### config.mk
export PLATFORM = sky130hd
export DESIGN_NAME = line_follower_motor_pwm
export DESIGN_NICKNAME = d
export VERILOG_FILES = /design/src/rtl/core/lfmp_pkg.sv /design/src/rtl/core/line_follower_motor_pwm.sv
export SDC_FILE = /design/constraint.sdc
export NUM_CORES = 1
export LEC_CHECK = 0
export ABC_AREA = 0
export BUFFER_PORTS_ARGS = -buffer_cell sky130_fd_sc_hd__buf_2
export CAP_MARGIN = 10
export CORE_ASPECT_RATIO = 0.5
export CORE_MARGIN = 3
export CORE_UTILIZATION = 55
export CTS_CLUSTER_SIZE = 40
export DETAILED_ROUTE_END_ITERATION = 7
export PLACE_DENSITY = 0.77
export SETUP_SLACK_MARGIN = 0.2
export SLEW_MARGIN = 15
export SYNTH_ARGS = -nofsm -noshare
export SYNTH_HDL_FRONTEND = slang
export SYNTH_SLANG_ARGS = --single-unit
### constraint.sdc
create_clock -name clk_i -period 4.1 [get_ports clk_i]
set_input_delay 0.41 -clock clk_i [delete_from_list [all_inputs] [get_ports clk_i]]
set_output_delay 0.41 -clock clk_i [all_outputs]
set_load 0.05 [all_outputs]
### src/rtl/core/lfmp_pkg.sv
package lfmp_pkg;

  // PWM period in ticks
  localparam logic [6:0] PWM_PERIOD = 7'd100;

  // Register reset values
  localparam logic [6:0]  TURN_RED_RST    = 7'd20;
  localparam logic [6:0]  SHARP_DUTY_RST  = 7'd3;
  localparam logic [15:0] PAUSE_TICKS_RST = 16'd48000;

  // Speed presets selected by key
  localparam logic [6:0] SPEED_40  = 7'd40;
  localparam logic [6:0] SPEED_50  = 7'd50;
  localparam logic [6:0] SPEED_70  = 7'd70;
  localparam logic [6:0] SPEED_90  = 7'd90;
  localparam logic [6:0] SPEED_100 = 7'd100;

  // Station sensors all high means no station seen
  localparam logic [2:0] STATION_NONE = 3'b111;

  // Active-low line nibble patterns
  localparam logic [3:0] PAT_DARK = 4'h0;
  localparam logic [3:0] PAT_D    = 4'hd;
  localparam logic [3:0] PAT_C    = 4'hc;
  localparam logic [3:0] PAT_E    = 4'he;
  localparam logic [3:0] PAT_B    = 4'hb;
  localparam logic [3:0] PAT_7    = 4'h7;
  localparam logic [3:0] PAT_3    = 4'h3;

  typedef enum logic [1:0] {
    MODE_STOP = 2'd0,
    MODE_FWD  = 2'd1,
    MODE_REV  = 2'd2
  } mode_e;

  // Which wheel is the inner one, and how hard it is slowed
  typedef enum logic [2:0] {
    TURN_STRAIGHT = 3'd0,
    TURN_GENTLE_L = 3'd1,
    TURN_SHARP_L  = 3'd2,
    TURN_GENTLE_R = 3'd3,
    TURN_SHARP_R  = 3'd4
  } turn_e;

  typedef enum logic [3:0] {
    KEY_NONE     = 4'd0,
    KEY_SPEED40  = 4'd1,
    KEY_REVERSE  = 4'd2,
    KEY_FORWARD  = 4'd3,
    KEY_STOP     = 4'd4,
    KEY_SPEED100 = 4'd5,
    KEY_SPEED90  = 4'd6,
    KEY_SPEED70  = 4'd7,
    KEY_SPEED50  = 4'd8
  } key_e;

  typedef enum logic [1:0] {
    CFG_TURN_RED    = 2'd0,
    CFG_SHARP_DUTY  = 2'd1,
    CFG_PAUSE_TICKS = 2'd2
  } cfg_idx_e;

  typedef struct packed {
    logic       obstacle_n;
    logic [7:0] line_sensors;
    logic [2:0] stop_sensors;
    logic [3:0] key_code;
  } in_item_t;

  typedef struct packed {
    logic       enable;
    logic       left_pwm;
    logic       right_pwm;
    logic       left_dir;
    logic       right_dir;
    logic [1:0] mode_now;
  } out_item_t;

  // Map a non-dark line nibble to a turn kind; reverse mirrors the wheels
  function automatic turn_e decode_turn(input logic [3:0] nib, input logic fwd);
    turn_e k;
    k = TURN_STRAIGHT;
    case (nib)
      PAT_D:        k = fwd ? TURN_GENTLE_L : TURN_GENTLE_R;
      PAT_C, PAT_E: k = fwd ? TURN_SHARP_L  : TURN_SHARP_R;
      PAT_B:        k = fwd ? TURN_GENTLE_R : TURN_GENTLE_L;
      PAT_7, PAT_3: k = fwd ? TURN_SHARP_R  : TURN_SHARP_L;
      default:      k = TURN_STRAIGHT;
    endcase
    return k;
  endfunction

endpackage

### src/rtl/core/line_follower_motor_pwm.sv
// Channel | Signals                          | Direction
// --------+----------------------------------+----------
// in      | in_valid_i, in_ready_o, in_data_i    | input item, one per PWM tick
// out     | out_valid_o, out_ready_i, out_data_o | result, one per input item
// cfg     | cfg_valid_i, cfg_ready_o, cfg_index_i, cfg_data_i | register write
//
// One tick per cycle while the result register can take it: an accepted item
// updates the state registers and lands in the result register on the same edge.
// The input is taken whenever the result register is empty or being drained,
// so a stall on the output only blocks the input while the result waits.
// Reset clears the mode, pause and phase state and loads register defaults.
// Configuration writes are always taken (cfg_ready_o is tied high).
module line_follower_motor_pwm (
  input  logic                clk_i,
  input  logic                rst_ni,
  input  logic                in_valid_i,
  output logic                in_ready_o,
  input  lfmp_pkg::in_item_t  in_data_i,
  output logic                out_valid_o,
  input  logic                out_ready_i,
  output lfmp_pkg::out_item_t out_data_o,
  input  logic                cfg_valid_i,
  output logic                cfg_ready_o,
  input  logic [1:0]          cfg_index_i,
  input  logic [15:0]         cfg_data_i
);
  import lfmp_pkg::*;

  logic [6:0]  turn_red_q, sharp_duty_q;
  logic [15:0] pause_ticks_q;

  mode_e       mode_q, mode_d;
  mode_e       saved_q, saved_d;
  turn_e       turn_q, turn_d;
  logic [6:0]  speed_q, speed_d;
  logic [6:0]  phase_q, phase_d;
  logic        held_q, held_d;
  logic        pact_q, pact_d;
  logic [15:0] pcnt_q, pcnt_d;
  logic [3:0]  drive_q, drive_d;

  logic        out_valid_q;
  out_item_t   out_q, out_d;

  logic        in_xfer;
  logic [3:0]  nib;
  logic [6:0]  phase_inc;
  logic [6:0]  gentle_duty;
  logic        full_on, gentle_on, sharp_on, l_on, r_on;

  assign in_ready_o  = !out_valid_q || out_ready_i;
  assign in_xfer     = in_valid_i && in_ready_o;
  assign cfg_ready_o = 1'b1;
  assign out_valid_o = out_valid_q;
  assign out_data_o  = out_q;

  // Tick logic: obstacle, key, line, stations, pause, drive
  always_comb begin
    mode_d  = mode_q;
    saved_d = saved_q;
    turn_d  = turn_q;
    speed_d = speed_q;
    held_d  = held_q;
    pact_d  = pact_q;
    pcnt_d  = pcnt_q;
    drive_d = drive_q;

    // Obstacle pause: save and stop on arrival, arm pause on release
    if (!in_data_i.obstacle_n) begin
      if (!held_q) begin
        saved_d = mode_q;
        mode_d  = MODE_STOP;
        held_d  = 1'b1;
      end
    end else if (held_q) begin
      held_d = 1'b0;
      pact_d = 1'b1;
    end

    // Key: speed presets and mode changes; unknown codes ignored
    case (in_data_i.key_code)
      KEY_SPEED40:  speed_d = SPEED_40;
      KEY_REVERSE:  begin mode_d = MODE_REV; saved_d = MODE_REV; end
      KEY_FORWARD:  begin mode_d = MODE_FWD; saved_d = MODE_FWD; end
      KEY_STOP:     mode_d = MODE_STOP;
      KEY_SPEED100: speed_d = SPEED_100;
      KEY_SPEED90:  speed_d = SPEED_90;
      KEY_SPEED70:  speed_d = SPEED_70;
      KEY_SPEED50:  speed_d = SPEED_50;
      default:      ;
    endcase

    // Line decode: dark nibble stops, otherwise pick the turn kind
    nib = (mode_d == MODE_FWD) ? in_data_i.line_sensors[3:0]
                               : in_data_i.line_sensors[7:4];
    if (mode_d inside {MODE_FWD, MODE_REV}) begin
      if (nib == PAT_DARK) mode_d = MODE_STOP;
      else turn_d = decode_turn(nib, mode_d == MODE_FWD);
    end

    // Any station sensor low stops the car
    if (in_data_i.stop_sensors != STATION_NONE) mode_d = MODE_STOP;

    // Advance phase, count up the pause
    phase_inc = 7'(phase_q + 7'd1);
    if (pact_d) begin
      pcnt_d = 16'(pcnt_q + 16'd1);
      if (pcnt_d >= pause_ticks_q) begin
        pact_d = 1'b0;
        pcnt_d = '0;
        mode_d = saved_d;
      end
    end

    // Duty compares; gentle duty saturates at zero
    gentle_duty = (speed_d > turn_red_q) ? 7'(speed_d - turn_red_q) : 7'd0;
    full_on     = phase_inc < speed_d;
    gentle_on   = phase_inc < gentle_duty;
    sharp_on    = phase_inc < sharp_duty_q;
    l_on = full_on;
    r_on = full_on;
    case (turn_d)
      TURN_GENTLE_L: l_on = gentle_on;
      TURN_SHARP_L:  l_on = sharp_on;
      TURN_GENTLE_R: r_on = gentle_on;
      TURN_SHARP_R:  r_on = sharp_on;
      default:       ;
    endcase

    // Drive bits: forward on pwm bits, reverse on dir bits, hold in stop
    case (mode_d)
      MODE_FWD: drive_d = {2'b00, r_on, l_on};
      MODE_REV: drive_d = {r_on, l_on, 2'b00};
      default:  ;
    endcase

    phase_d = (phase_inc >= PWM_PERIOD) ? 7'd0 : phase_inc;

    out_d.enable    = mode_d inside {MODE_FWD, MODE_REV};
    out_d.left_pwm  = drive_d[0];
    out_d.right_pwm = drive_d[1];
    out_d.left_dir  = drive_d[2];
    out_d.right_dir = drive_d[3];
    out_d.mode_now  = mode_d;
  end

  // Configuration registers
  always_ff @(posedge clk_i or negedge rst_ni) begin
    if (!rst_ni) begin
      turn_red_q    <= TURN_RED_RST;
      sharp_duty_q  <= SHARP_DUTY_RST;
      pause_ticks_q <= PAUSE_TICKS_RST;
    end else if (cfg_valid_i) begin
      case (cfg_index_i)
        CFG_TURN_RED:    turn_red_q    <= cfg_data_i[6:0];
        CFG_SHARP_DUTY:  sharp_duty_q  <= cfg_data_i[6:0];
        CFG_PAUSE_TICKS: pause_ticks_q <= cfg_data_i;
        default:         ;
      endcase
    end
  end

  // State update on each input transfer
  always_ff @(posedge clk_i or negedge rst_ni) begin
    if (!rst_ni) begin
      mode_q  <= MODE_STOP;
      saved_q <= MODE_STOP;
      turn_q  <= TURN_STRAIGHT;
      speed_q <= '0;
      phase_q <= '0;
      held_q  <= 1'b0;
      pact_q  <= 1'b0;
      pcnt_q  <= '0;
      drive_q <= '0;
    end else if (in_xfer) begin
      mode_q  <= mode_d;
      saved_q <= saved_d;
      turn_q  <= turn_d;
      speed_q <= speed_d;
      phase_q <= phase_d;
      held_q  <= held_d;
      pact_q  <= pact_d;
      pcnt_q  <= pcnt_d;
      drive_q <= drive_d;
    end
  end

  // Result register: load on input transfer, drop on output transfer
  always_ff @(posedge clk_i or negedge rst_ni) begin
    if (!rst_ni) begin
      out_valid_q <= 1'b0;
    end else if (in_xfer) begin
      out_valid_q <= 1'b1;
    end else if (out_ready_i) begin
      out_valid_q <= 1'b0;
    end
  end

  always_ff @(posedge clk_i) begin
    if (in_xfer) out_q <= out_d;
  end

`ifndef ASSERT_OFF
  a_phase_range: assert property (@(posedge clk_i) disable iff (!rst_ni)
    phase_q < PWM_PERIOD)
    else $error("phase counter out of range");

  a_result_follows: assert property (@(posedge clk_i) disable iff (!rst_ni)
    in_xfer |=> out_valid_o)
    else $error("no result after input transfer");

  a_enable_mode: assert property (@(posedge clk_i) disable iff (!rst_ni)
    out_valid_o |-> (out_data_o.enable == (out_data_o.mode_now != MODE_STOP)))
    else $error("enable disagrees with mode");

  a_pause_count_idle: assert property (@(posedge clk_i) disable iff (!rst_ni)
    (in_xfer && !pact_d) |=> (pcnt_q == $past(pcnt_q)) || (pcnt_q == 16'd0))
    else $error("pause counter moved while idle");
`endif

endmodule
=== Yosys cells after proc, flatten, opt, wreduce, memory -nomap -nowiden ===
Cells that the tools add are included.

* Add/subtract/negate cells: 3
* Order comparisons: 6
* Equal/unequal tests: 25
* Multiplexer cells: 33
* Reductions and logical operators: 14

{| class="wikitable"
|+ Operators by type and width
! cell !! count
|-
| case mux 7 bit (5 select lines) || 1
|-
| two-way mux 2 bit || 11
|-
| less-than comparator 7 bit || 3
|-
| == test 4 x 3 -> 1 bit (second input constant) || 5
|-
| == test 4 bit (second input constant) || 5
|-
| adder 16 x 1 -> 16 bit (second input constant) || 1
|-
| >= comparator 16 bit || 1
|-
| two-way mux 16 bit || 1
|-
| two-way mux 7 bit || 2
|-
| == test 4 x 2 -> 1 bit (second input constant) || 3
|-
| two-way mux 3 bit || 4
|-
| case mux 3 bit (4 select lines) || 1
|-
| case mux 4 bit (2 select lines) || 1
|-
| AND reduction 2 bit || 4
|-
| adder 7 x 1 -> 7 bit (second input constant) || 1
|-
| >= comparator 7 bit (second input constant) || 1
|-
| > comparator 7 bit || 1
|-
| two-way mux 1 bit || 7
|-
| subtractor 7 bit || 1
|-
| == test 2 x 1 -> 1 bit (second input constant) || 3
|-
| == test 2 bit (second input constant) || 3
|-
| == test 3 x 2 -> 1 bit (second input constant) || 2
|-
| case mux 2 bit (3 select lines) || 1
|-
| nonzero test 2 bit || 3
|-
| other kinds (13) || 15
|}

* Register bits: 81
* Input port bits: 39
* Output and inout port bits: 10
* Logic and storage cells: 100

=== Logic depth before layout (Yosys ltp) ===
* Depth in word-level cells: 13
* Gate-level depth with buffers: 22
* Depth with buffers taken out: 21

=== Worst setup path after synthesis ===
OpenSTA, ideal clock, no wires.

* Path type: reg2reg
* Start point: register pcnt_q[2]
* End point: register out_q, in the netlist out_data_o[4] (data pin)
* Library setup time: 0.271 ns
* Arrival: 4.088 ns
* Data required time: 3.829 ns
* Slack: -0.259 ns
* Stages on the path, launching flop included: 19
* Buffers on the path: 2
* Clock period less this slack: 4.359 ns
* Cell sequence: dfrtp_1 and3_1 and3_1 clkbuf_1 and4_1 and3_1 nand3_1 xnor2_1 ha_1 nand4_1 a2111oi_0 a21o_1 nor2b_1 mux2_2 ha_1 clkbuf_1 inv_1 nand2_1 a21oi_1

* Cells in the longest elaborated chain, start to end: 6
* Elaborated cells between the ends (all ways): 7
* Classes of those cells: add/sub: 1; order compare: 1; eq/ne: 2; mux: 3

{| class="wikitable"
|+ Ends and longest elaborated chain
! item !! line !! text
|-
| from (decl) || line_follower_motor_pwm.sv:39 || <nowiki>logic [15:0] pcnt_q, pcnt_d;</nowiki>
|-
| from (signal assigned) || line_follower_motor_pwm.sv:183 || <nowiki>pcnt_q <= pcnt_d;</nowiki>
|-
| adder 16 x 1 -> 16 bit * || line_follower_motor_pwm.sv:107 || <nowiki>pcnt_d = 16'(pcnt_q + 16'd1);</nowiki>
|-
| >= comparator 16 bit * || line_follower_motor_pwm.sv:108 || <nowiki>if (pcnt_d >= pause_ticks_q) begin</nowiki>
|-
| two-way mux 2 bit * || line_follower_motor_pwm.sv:108 ||
|-
| two-way mux 2 bit * || line_follower_motor_pwm.sv:106 || <nowiki>if (pact_d) begin</nowiki>
|-
| net mode_d[1] || line_follower_motor_pwm.sv:32 || <nowiki>mode_e mode_q, mode_d;</nowiki>
|-
| == test 2 bit or == test 2 x 1 -> 1 bit (tied branches) || line_follower_motor_pwm.sv:131 || <nowiki>case (mode_d)</nowiki>
|-
| case mux 4 bit (2 select lines) * || line_follower_motor_pwm.sv:131 ||
|-
| net drive_d[1] || line_follower_motor_pwm.sv:40 || <nowiki>logic [3:0] drive_q, drive_d;</nowiki>
|-
| to (signal assigned) || line_follower_motor_pwm.sv:200 || <nowiki>if (in_xfer) out_q <= out_d;</nowiki>
|-
| to (decl) || line_follower_motor_pwm.sv:43 || <nowiki>out_item_t out_q, out_d;</nowiki>
|}

Mark *: on every way through the listed nets, which the timed path passes. The rest lies on a longest branch.
A chain may end at the register's enable or synchronous reset.

=== Worst setup path in the final report ===
* Start point: input port in_data_i[2] (netlist bit)
* End point: register out_q, in the netlist out_data_o[4] (data pin)

* Elaborated cells between the ends (all ways): 47
* Classes of those cells: add/sub: 1; order compare: 3; eq/ne: 20; mux: 19; reduce/logical: 4

{| class="wikitable"
|+ RTL lines
! item !! line !! text
|-
| from (decl) || line_follower_motor_pwm.sv:18 || <nowiki>input lfmp_pkg::in_item_t in_data_i,</nowiki>
|-
| == test 4 bit, or another cell as far along || line_follower_motor_pwm.sv:81 || <nowiki>case (in_data_i.key_code)</nowiki>
|-
| case mux 7 bit (5 select lines) * || line_follower_motor_pwm.sv:81 ||
|-
| net speed_d[2] || line_follower_motor_pwm.sv:35 || <nowiki>logic [6:0] speed_q, speed_d;</nowiki>
|-
| subtractor 7 bit or > comparator 7 bit (tied branches) || line_follower_motor_pwm.sv:116 || <nowiki>gentle_duty = (speed_d > turn_red_q) ? 7'(speed_d - turn_red_q) : 7'd0;</nowiki>
|-
| two-way mux 7 bit || line_follower_motor_pwm.sv:116 ||
|-
| less-than comparator 7 bit || line_follower_motor_pwm.sv:118 || <nowiki>gentle_on = phase_inc < gentle_duty;</nowiki>
|-
| case mux 1 bit (2 select lines) * || line_follower_motor_pwm.sv:122 || <nowiki>case (turn_d)</nowiki>
|-
| case mux 4 bit (2 select lines) * || line_follower_motor_pwm.sv:131 ||
|-
| net drive_d[1] || line_follower_motor_pwm.sv:40 ||
|}

Marks and branches as above.

==> flow_summary.ini <==
[logic_synthesis]
postSynthAreaPerCell_um2 = 9.22
yosys.area.top_type = dfrtp_1
synthFlopType = dfrtp_1
yosysWarnings = 0
postSynthCellCount = 604
ys_seq_area_frac = 0.373
netlist_area_um2 = 5570
netlist_top_cells_count = 63 x dfrtp_1, 63 x nand2_1, 48 x inv_1, 47 x ha_1, 47 x o21ai_0
synth.area.top_cells = dfrtp_1 28%, ha_1 11%, mux2_2 5.9%
synth-seq-cells = 81
synth.top_cell.area_share = 0.283
async_reset_ff_frac = 0.914
syn-num-nets = 691
synth-edff-count = 7
synth_cell_types = 69

[clock_network]
cts.hold.buffers_added = 0
htreeDepth = 3
clk_pin_slew_worst_paths_ps = 60
clockRootBuffer = clkbuf_16
cts_buffers = 9
worstSkewPairLatency_ps = 340
cts_tree = yes
clockBufferDepth = 2
cts.sinks = 81

[sta]
hold_violations = 0
rsz0062_at_grt = true
fin_crit_ps = 3920
whs_ps = 198
slew-limit-headroom = 0.370
fin_crit_sh = 0.956
max_freq_mhz = 255
setup_viol = 0
worst_pin_slew_ps = 944
report.final.slew_viol_count = 0
fin_skew_ps = 7.32

[floorplan]
die_h_um = 77.2
core_area_um2 = 9630
die_area_um2 = 11400
ioPinCount = 49
start_util = 0.578
row_count = 25
dieWidth_um = 148

[worst_setup_path]
critical_path.cell_chain = buf_2, buf_4, or3_4, a21boi_2, nor3_2, ha_1, a21oi_2, o21ai_4, a21o_1, a21oi_2, xnor2_1, nand2_2, ha_4, nand4_1, a21oi_2, a221o_1, a21o_2, nor2_2, a2111oi_4, a21oi_1
reg2regPathDepth = 15
cp_slowest_cell = or3_4
cp-end-kind = flop
crit_required_ps = 4180
r2r_start = pcnt_q[4]
r2r_slack_ps = 270
reg2reg_to = out_data_o[4]
cp_slowest_stage_delay_ps = 390
critPathMaxFanout = 4
critPathBufInv = 2
crit_family = compound AO/OA/AOI/OAI gates
crit_top_cell = a21oi_2
cp.arrival_ps = 4000
setup.worst_path.start_class = primary input
path_class = in2reg

[layout]
synthToLayoutAreaGrowth_pct = 22.2
nNetsFinal = 776
num-fill-cells = 758
final_cells = 829
antenna_cells = 0
drive_gt1_frac = 0.301

[placement]
port_buffers = 47
gp_congestion = 0.848
place_hpwl_mm = 9.24
dp.cells = 802

[route]
final_antenna_net_count = 0
wl_mm = 13.3
drt-wirelength-per-cell_um = 16.1
viasPerCell = 5.76
firstDrtPassIters = 5
vias = 4772
drc = 0
drt_iter0_drc = 257

[global_route]
overflow = 0
grt_pass1_vias = 4365
grt_pass1_wl_mm = 21.6
track_usage = 0.232
grt_start_max_net_pins = 75
antenna_found_initial = 0

[flow_run]
cap_viol_max_count = 0

[run_status]
status = completed

[worst_hold_path]
hold_class = in2async

[power]
leakagePower_nw = 3.23
p_per_area_nw_per_um2 = 454
ir_drop_v = 0.000265
## flip-flops by register name, indices dropped and copies added (netlist names)
name and count:
speed_q 7, turn_q 3, out_data_o 7, mode_q 2, held_q 1, phase_q 7, saved_q 2, pause_ticks_q 16
sharp_duty_q 7, drive_q 4, out_valid_o 1, turn_red_q 7, pcnt_q 16, pact_q 1
## stage by stage
stage          utilization  setup WS, ps  TNS, ps  power, mW  cell area [um2]
3_3_place_gp         0.648         -8.90    -17.5       2.13             6240
3_5_place_dp         0.648          -154     -779       2.18             6240
4_1_cts              0.682           191        0       2.95             6570
5_1_grt              0.707        -0.340   -0.340       3.29             6810
2_1_floorplan            -           203        0       1.85             5640
6_report             0.707           179        0       3.09             6810
## power by group
group          total (mW)  internal (mW)  switching [mW]
clock               0.748          0.426           0.322
sequential           1.05          0.951           0.102
combinational        1.29          0.582           0.709
total                3.09           1.96            1.13
## cells in the final DEF, fill, tap and decap left out, drive strengths merged, types with 4 or more instances in the layout
| cell type | Yosys | layout |
|---|---|---|
| nor3 | 5 | 5 |
| nand2 | 63 | 63 |
| mux2 | 29 | 29 |
| clkbuf | 21 | 13 |
| dfstp | 11 | 11 |
| xor2 | 9 | 9 |
| nor2 | 32 | 32 |
| nor2b | 9 | 9 |
| o21ai | 53 | 53 |
| a211oi | 6 | 6 |
| edfxtp | 7 | 7 |
| o22ai | 5 | 5 |
| mux2i | 8 | 8 |
| a22o | 18 | 18 |
| nand3 | 22 | 22 |
| nand2b | 15 | 15 |
| a22oi | 4 | 4 |
| nand3b | 5 | 5 |
| a21oi | 27 | 27 |
| dfrtp | 63 | 63 |
| and3 | 8 | 8 |
| nand4 | 6 | 6 |
| xnor2 | 18 | 18 |
| a21o | 12 | 12 |
| ha | 47 | 47 |
| buf | 4 | 99 |
| inv | 48 | 48 |
## per-layer routing
metal	GRT usage	vias up	part of all wire
li1	-	2327	-
met1	0.324	2303	0.48
met2	0.377	123	0.47
met3	0.0484	19	0.046
met4	0.0415	0	0.0097
met5	0	-	0
## cell families (layout without fill, tap and decap cells)
family,Yosys count,in the layout,synth area share
fa+ha+maj,48,48,0.109
flops,81,81,0.373
buf+inv,73,163,0.0501
mux,37,37,0.0730
xor+xnor,27,27,0.0424
other cells,1,1,0.000673
compound gates,155,155,0.191
simple gates,182,182,0.161
## cell type report
class / count / area (um2) / area share
Tap cell: 135 / 169 / 0.0248
Inverter: 48 / 180 / 0.0265
Multi-Input combinational cell: 450 / 3480 / 0.511
Sequential cell: 81 / 2080 / 0.305
Clock inverter: 3 / 18.8 / 0.00276
Timing Repair Buffer: 99 / 632 / 0.0928
Clock buffer: 13 / 250 / 0.0368
## worst reg2reg max path, stage by stage (launching register included)
cell and delay [ps]:
dfrtp_1 360, and3_4 200, and3_4 190, and4_4 240, and3_4 210, nand3_4 100, xnor2_2 150, ha_1 290
nand4_1 120, a2111oi_2 230, a21o_1 200, nor2b_4 220, mux2_4 340, ha_4 260, a2111oi_4 380, a21oi_1 80
## worst max-delay path by stage
stage / from / to / slack (ps) / cells past startpoint
2_1_floorplan: pcnt_q[2] / out_data_o[4] / 200 / 18
3_3_place_gp: in_data_i[2] / out_data_o[2] / -9 / 21
3_5_place_dp: in_data_i[2] / out_data_o[4] / -150 / 21
4_1_cts: in_data_i[2] / out_data_o[4] / 190 / 20
5_1_grt: in_data_i[2] / out_data_o[4] / -0.3 / 20
6_report: in_data_i[2] / out_data_o[4] / 180 / 20
## timing repair
| item | in CTS | in global routing |
|---|---|---|
| setup buffers | 4 | 7 |
| endpoints found under the setup margin | 6 | 8 |
| pin swaps | 5 | 23 |
| gates resized for setup | 6 | 38 |
No activity file was read; power rests on OpenSTA's default activity.
